<file path="config.mk">
export PLATFORM = sky130hd
export DESIGN_NAME = fpd_ram
export DESIGN_NICKNAME = d
export VERILOG_FILES = /design/src/hdl/fpd_ram.sv
export SDC_FILE = /design/constraint.sdc
export NUM_CORES = 1
export LEC_CHECK = 0
export BUFFER_PORTS_ARGS = -buffer_cell sky130_fd_sc_hd__buf_4
export CAP_MARGIN = 20
export CORE_ASPECT_RATIO = 1.4
export CORE_MARGIN = 3
export CORE_UTILIZATION = 50
export DETAILED_ROUTE_END_ITERATION = 8
export GPL_ROUTABILITY_DRIVEN = 0
export PLACE_DENSITY_LB_ADDON = 0.2
export SETUP_SLACK_MARGIN = 0.1
export SLEW_MARGIN = 20
export SYNTH_ARGS = -nofsm -noshare
export SYNTH_HDL_FRONTEND = slang
export SYNTH_SLANG_ARGS = --single-unit
</file>
<file path="constraint.sdc">
create_clock -name clock -period 3.67 [get_ports clock]
set_input_delay 0.367 -clock clock [delete_from_list [all_inputs] [get_ports clock]]
set_output_delay 0.367 -clock clock [all_outputs]
set_load 0.01 [all_outputs]
</file>
<file path="src/hdl/fpd_ram.sv">
module fpd_ram #(
   parameter int WIDTH = 32,
   parameter int DEPTH = 32
) (
   input  logic                     clock,
   input  logic                     wr_en,
   input  logic [$clog2(DEPTH)-1:0] wr_addr,
   input  logic [WIDTH-1:0]         wr_data,
   input  logic [$clog2(DEPTH)-1:0] rd_addr,
   output logic [WIDTH-1:0]         rd_data
);

   logic [WIDTH-1:0] mem_ff [DEPTH];

   always_ff @(posedge clock) begin
      if (wr_en) mem_ff[wr_addr] <= wr_data;
      rd_data <= mem_ff[rd_addr];
   end

endmodule

</file>
==> results.md, run 1 <==
* Pre-CTS WS at 0.7651 ns
* Starting density of the core at 50.81%
* Antenna diodes at 0
* Via count at 21240
* Power per cell area at 541.3 nW/µm²
* Min setup slack post-route at 1.355 ns
* CP top delay family: buffers and inverters
* IO Port Bufs at 75
* TritonCTS clock tree: yes
* Site row count at 122
* Num CTS Buffers at 95
* Worst setup SP type: input port
* Crit-path cells: buf_8, buf_12, buf_4, mux2i_1, a22o_1, nor3_1, a31oi_1, nand3_1
* Leakage at 15.98 nW
* Initial DRC Count at 2040
* Final setup viols at 0
* Avg Cell Area, Syn at 17.91 µm²
* Commonest non-fill, non-tap cell in the layout: edfxtp_1
* Clock skew at 0.01643 ns
* Total wire length at 104.9 mm
* Hold-fix buffers, CTS at 0
* I/O pins at 76
* Post-CTS Setup Bufs at 0
* Gr busiest metal: met2
* # nets final at 2436
* WL/cell at 29.73 µm
* Area Growth Syn to Fin at 13.23%
* Area leader, netlist: edfxtp_1
* Clock-pin slew on the worst setup and hold paths at 0.06 ns
* Share of layout cells above drive strength 1 at 14.03%
* Die X at 246.5 µm
* Global Route met3 Usage at 3.088%
* Flops & latches, synth at 1056
* Post-route ant nets at 0
* Placed Cells incl. Taps at 3349
* M2 GR Usage at 44.79%
* # DRC at 0
* Status: finished clean
* Ranking of synthesized cells by area: edfxtp_1 (76%), mux2i_1 (13%), a22oi_1 (1.8%)
* # fillers at 5991
* Slowest cell on crit path: a31oi_1
* DR vias/cell at 6.020
* Max IR drop VDD at 405.7 µV
* CP endpoint kind: register
* Vias in the first global route at 21130
* CP Depth at 8
* Slew @ Worst Pin at 0.9408 ns
* Dpl hpwl at 62.95 mm
* First-pass GRT wire length at 150.8 mm
* GRT met1 Usage at 31.11%
* Final Cycle Share at 63.09%
* Die area at 84470 µm²
* GRT Resource Usage Total at 24.93%
* Worst Path Max Fanout at 43
* Slew headroom at 37.09%
* Register-to-Register Path Depth at 5
* Top cell type's share of synthesized area at 75.95%
* Worst path max stage delay at 0.61 ns
* Yosys warns at 0
* Kind of critical path: in -> reg
* Hold crit path type: in -> reg
* GRT overflow at 0
* Post_cts resized at 0
* Die height at 342.7 µm
* Total Power at 24.81 mW
* Root buffer cell: clkbuf_16
* Cells after Synth at 2260
* Final hold vios at 0
* WP buf/inv at 3
* Longest Clk Path Bufs at 3
* Fmax at 0.4319 GHz
* Drt first pass iters at 6
* Setup TNS at 0 ns
* CTS H-tree lvls at 3
* Final std cells w/o fill at 3528
* Req. time, crit path at 4.16 ns
* Min Clock Period, post-route at 2.315 ns
* Worst-skew pair later-pin latency at 0.66 ns
* Most frequent cells in the layout: edfxtp_1 (1024), mux2i_1 (512), buf_4 (147)
* Crit path DAT at 2.80 ns
* RSZ-0062 raised after global routing: no
* Core ar. at 79680 µm²
* Initial antenna violation count at 1
* Hold path depth at 1
* Clock sink count at 1056
* Post-synth net total at 2304
* Library cells used by synthesis at 25
* Max cap viols at 0
* Largest net degree at the start of global routing at 80
* Post-synthesis instance area at 40490 µm²
* Slew Limit Fails at 0
* Register area share after synthesis at 77.54%
==> logic make-up (layout without fill, tap and decap cells) <==
| family | after synthesis | count (layout) | share of synthesized area, % |
|---|---|---|---|
| flip-flops | 1056 | 1056 | 77.53 |
| multiplexers | 512 | 512 | 12.66 |
| AO/OA/AOI/OAI | 288 | 288 | 4.846 |
| AND/OR/NAND/NOR | 277 | 277 | 3.100 |
| buffers and inverters | 127 | 341 | 1.860 |
==> per-stage QoR <==
stage / instance area (µm²) / hold slack [ns] / util (%)
floorplan: 40490 / 0.4659 / -
global placement: 42720 / 0.5823 / 53.61
detailed placement: 42720 / 0.5811 / 53.61
CTS: 45840 / 0.1020 / 57.53
global route: 45840 / 0.1340 / 57.53
finish: 45840 / 0.1405 / 57.53
==> cell type report <==
| type | instances | area, µm² | share of cell area (%) |
|---|---|---|---|
| clock inverter | 42 | 395.4 | 0.8625 |
| tap | 1054 | 1319 | 2.877 |
| multi-input combinational | 1077 | 8610 | 18.78 |
| clock buffer | 137 | 2730 | 5.955 |
| sequential | 1056 | 31390 | 68.47 |
| timing repair buffer | 162 | 1399 | 3.051 |
==> cell usage after synthesis <==
cell / instances
a21oi_1: 96
a22o_1: 64
a22oi_1: 96
a31oi_1: 32
and2_1: 1
and2b_1: 1
buf_1: 5
buf_2: 26
buf_4: 33
buf_6: 15
clkbuf_1: 46
clkbuf_4: 2
dfxtp_1: 32
edfxtp_1: 1024
mux2i_1: 512
nand2_1: 98
nand2b_1: 2
nand3_1: 98
nand3b_1: 5
nor2_1: 34
nor2b_1: 1
nor3_1: 32
or2_2: 1
or3_1: 1
or3b_2: 3
==> layer usage <==
metal  up-vias  part of all wire [%]
met3       142                   4.9
met2       735                    53
met4         0                   3.2
met5         -                     0
li1       9230                     -
met1     11130                    38
==> state kept, by name, summed over array words and instances, names as in the netlist <==
signal and count:
mem_ff 1024, rd_data 32
==> power by group <==
| part | total (mW) | internal, mW | switching (mW) |
|---|---|---|---|
| clock network | 9.94 | 5.67 | 4.27 |
| registers | 13.5 | 13.4 | 0.0952 |
| logic | 1.37 | 0.454 | 0.920 |
==> worst paths after layout <==
kind	start	endpoint	slack, ns
hold / removal	wr_data[27]	mem_ff[3][27]	0.14
hold reg to reg	mem_ff[16][17]	rd_data[17]	0.59
setup reg to reg	mem_ff[7][5]	rd_data[5]	1.87
setup / recovery	rd_addr[0]	rd_data[25]	1.35
Note: power is estimated with default switching activity, not from simulation.
==> inputs of run 2 (changes only) <==
ABC_AREA = 1   (was default)
clock period = 2.1 ns   (was 3.67 ns; I/O delays follow)
==> run 2 against run 1 <==
Synthesized area grew 4.7%. Clock power up 70%. Sequential share of layout area fell by 3.3 points. Synthesized cell count up 56%. Sequential cell count did not move. Hold slack lost 0.093 ns.
==> results.md, run 2 <==
* Area leader, netlist: edfxtp_1 (unchanged)
* Initial antenna violation count at 5 (was 1)
* Largest net degree at the start of global routing at 108 (was 80)
* Slew Limit Fails at 0 (unchanged)
* # DRC at 0 (unchanged)
* WL/cell at 23.89 µm (was 29.73 µm)
* GRT Resource Usage Total at 26.22% (was 24.93%)
* Largest register FFs at 1024 (unchanged)
* Worst setup SP type: register (was input port)
* Via count at 27370 (was 21240)
* Req. time, crit path at 1.89 ns (was 4.16 ns)
* RSZ-0062 raised after global routing: no (unchanged)
* Top cell type's share of synthesized area at 72.51% (was 75.95%)
* Worst-skew pair later-pin latency at 0.66 ns (about the same)
* Yosys warns at 0 (unchanged)
* Flops & latches, synth at 1056 (unchanged)
* Most frequent cell after synthesis: nand2_1 (was edfxtp_1)
* Final hold vios at 0 (unchanged)
* Hold Slack at 0.04704 ns (was 0.1405 ns)
* Post-route ant nets at 0 (unchanged)
* Starting density of the core at 50.77% (was 50.81%)
* Hold crit path type: in -> reg (unchanged)
* Post-synth net total at 3580 (was 2304)
* Largest regs: mem_ff: 1024 flops, rd_data: 32 flops (unchanged)
* Kind of critical path: reg -> out (was in -> reg)
* Max IR drop VDD at 618.9 µV (was 405.7 µV)
* Status: finished clean (unchanged)
* Avg Cell Area, Syn at 11.99 µm² (was 17.91 µm²)
* Number of flops mapped to enable cells by yosys at 1024 (unchanged)
* IO Port Bufs at 75 (unchanged)
* TritonCTS clock tree: yes (unchanged)
* Share of layout cells above drive strength 1 at 10.08% (was 14.03%)
* Most frequent cells in the layout: nand2_1 (1440), edfxtp_1 (1024), nand3_1 (780) (was edfxtp_1 (1024), mux2i_1 (512), buf_4 (147))
* Vias in the first global route at 26280 (was 21130)
* Total wire length at 114.9 mm (was 104.9 mm)
* Ranking of synthesized cells by area: edfxtp_1 (73%), nand2_1 (13%), nand3_1 (9.2%) (was edfxtp_1 (76%), mux2i_1 (13%), a22oi_1 (1.8%))
* Area Growth Syn to Fin at 13.53% (was 13.23%)
* Max cap viols at 0 (unchanged)
* Num CTS Buffers at 96 (was 95)
* Reg2reg setup slack at 0.91 ns (was 1.87 ns)
* Global Route met3 Usage at 3.996% (was 3.088%)
* Drt first pass iters at 6 (unchanged)
* Top FF cell, synth: edfxtp_1 (unchanged)
* # nets final at 3692 (was 2436)
* Worst Path Max Fanout at 1 (was 43)
* Dpl hpwl at 60.39 mm (was 62.95 mm)
* Final Cycle Share at 69.76%
* Fmax at 0.6826 GHz
* Leakage at 17.64 nW (was 15.98 nW)
* Library cells used by synthesis at 14 (was 25)
* Slowest cell on crit path: dfxtp_1 (was a31oi_1)
* Pre-CTS WS at 0.2417 ns (was 0.7651 ns)
* Most flop-heavy register: mem_ff (unchanged)
* WP buf/inv at 1 (was 3)
* Commonest non-fill, non-tap cell in the layout: nand2_1 (was edfxtp_1)
* Die area at 88390 µm² (was 84470 µm²)
* M2 GR Usage at 44.29% (was 44.79%)
* Crit path DAT at 1.26 ns (was 2.80 ns)
* # fillers at 6755 (was 5991)
* Clock skew at 0.02058 ns (was 0.01643 ns)
* Site row count at 125 (was 122)
* Hold-fix buffers, CTS at 32 (was 0)
* Power per cell area at 899.3 nW/µm² (was 541.3 nW/µm²)
* Initial DRC Count at 2911 (was 2040)
* Post_cts resized at 0 (unchanged)
* Post-synth top cells: nand2_1 (1440), edfxtp_1 (1024), nand3_1 (780) (was edfxtp_1 (1024), mux2i_1 (512), nand2_1 (98), nand3_1 (98))
* Post-synth ARST share at 0% (unchanged)
* Slew @ Worst Pin at 0.7536 ns (was 0.9408 ns)
* CP top delay family: flip-flops (was buffers and inverters)
* Min setup slack post-route at 0.6350 ns (was 1.355 ns)
* Clock sink count at 1056 (unchanged)
* Slew headroom at 49.76% (was 37.09%)
* DR vias/cell at 5.692 (was 6.020)
* GRT overflow at 0 (unchanged)
* Clock-pin slew on the worst setup and hold paths at 0.06 ns (about the same)
* Worst path max stage delay at 0.42 ns (was 0.61 ns)
* GRT met1 Usage at 34.27% (was 31.11%)
* Crit-path cells: buf_4 (was buf_8, buf_12, buf_4, mux2i_1, a22o_1, nor3_1, a31oi_1, nand3_1)
* Root buffer cell: clkbuf_16 (unchanged)
* Core ar. at 83520 µm² (was 79680 µm²)
* I/O pins at 76 (unchanged)
* First-pass GRT wire length at 170.0 mm (was 150.8 mm)
* Register area share after synthesis at 74.02% (was 77.54%)
* Die height at 350.6 µm (was 342.7 µm)
* Final setup viols at 0 (unchanged)
* Min Clock Period, post-route at 1.465 ns
* Longest Clk Path Bufs at 3 (unchanged)
* CTS H-tree lvls at 3 (unchanged)
* Post-CTS Setup Bufs at 0 (unchanged)
* Gr busiest metal: met2 (unchanged)
* CP endpoint kind: output pin (was register)
* Die X at 252.1 µm (was 246.5 µm)
* Cells after Synth at 3536 (was 2260)
* Post-synthesis instance area at 42410 µm² (was 40490 µm²)
run 2: cell types whose count changed in the layout (fill, tap and decap cells not counted), moves of 7 or more:
cell           change
nand2_1         +1343
clkbuf_8           -7
mux2i_1          -512
buf_4             -15
nor3_1            -32
nand3_1          +682
a22o_1            -64
buf_12            +51
a31oi_1           -32
a21oi_1           -96
dlygate4sd3_1     +32
a22oi_1           -96
run 2: final timing paths:
path	start	end	cells after the start
setup reg to reg	mem_ff[9][19]	rd_data[19]	8
setup / recovery	rd_data[24]	rd_data[24]	1
hold / removal	rd_addr[4]	rd_data[29]	4
hold reg to reg	mem_ff[6][26]	rd_data[26]	8
run 2: kinds of logic (layout without fill, tap and decap cells):
kind of cell / Yosys count / after routing / synth area share (%)
AND/OR/NAND/NOR: 2252 / 2252 / 22.24
flip-flops: 1056 / 1056 / 74.02
buffers and inverters: 228 / 421 / 3.741
other: 0 / 1 / 0
run 2: layer usage:
metal	share of wire (%)	vias up	routed length (µm)
li1	-	12550	-
met1	39	13530	45320
met2	50	1067	57350
met3	6.9	223	7903
met4	3.7	4	4284
met5	0.024	-	28
run 2: where the power goes:
| group | internal, mW | switching, mW | total [mW] |
|---|---|---|---|
| registers | 23.4 | 0.102 | 23.5 |
| clock network | 9.39 | 7.53 | 16.9 |
| logic | 0.871 | 1.98 | 2.86 |
run 2: worst reg2reg max path, cell delays in order, from the launching register on:
cell and delay (ns):
edfxtp_1 0.50, nand2_1 0.12, nand3_1 0.08, nand3_1 0.09
nand2_1 0.06, nand2_1 0.06, nand2_1 0.06, nand2_1 0.05
nand2_1 0.07
run 2: per-stage QoR:
stage                     total power, mW  instances  area (µm²)  setup TNS (ns)  util, %
after floorplan                     25.59       3536       42410         -172.62        -
after global placement              26.75       4597       44810               0    53.65
after detailed placement            26.78       4597       44810               0    53.65
after CTS                           43.56       4808       48140               0    57.64
after global routing                44.69       4808       48140               0    57.64
final                               43.29       4809       48140               0    57.64
run 2: final cells by class:
| class | instances | area, µm² | share of cell area, % |
|---|---|---|---|
| Sequential cell | 1056 | 31390 | 65.20 |
| Multi-Input combinational cell | 2252 | 9669 | 20.08 |
| Timing Repair Buffer | 232 | 2654 | 5.512 |
| Clock buffer | 125 | 2572 | 5.343 |
| Tap cell | 1079 | 1350 | 2.804 |
| Clock inverter | 54 | 436.7 | 0.9070 |
| Inverter | 10 | 67.56 | 0.1403 |
| Antenna cell | 1 | 2.502 | 0.005198 |
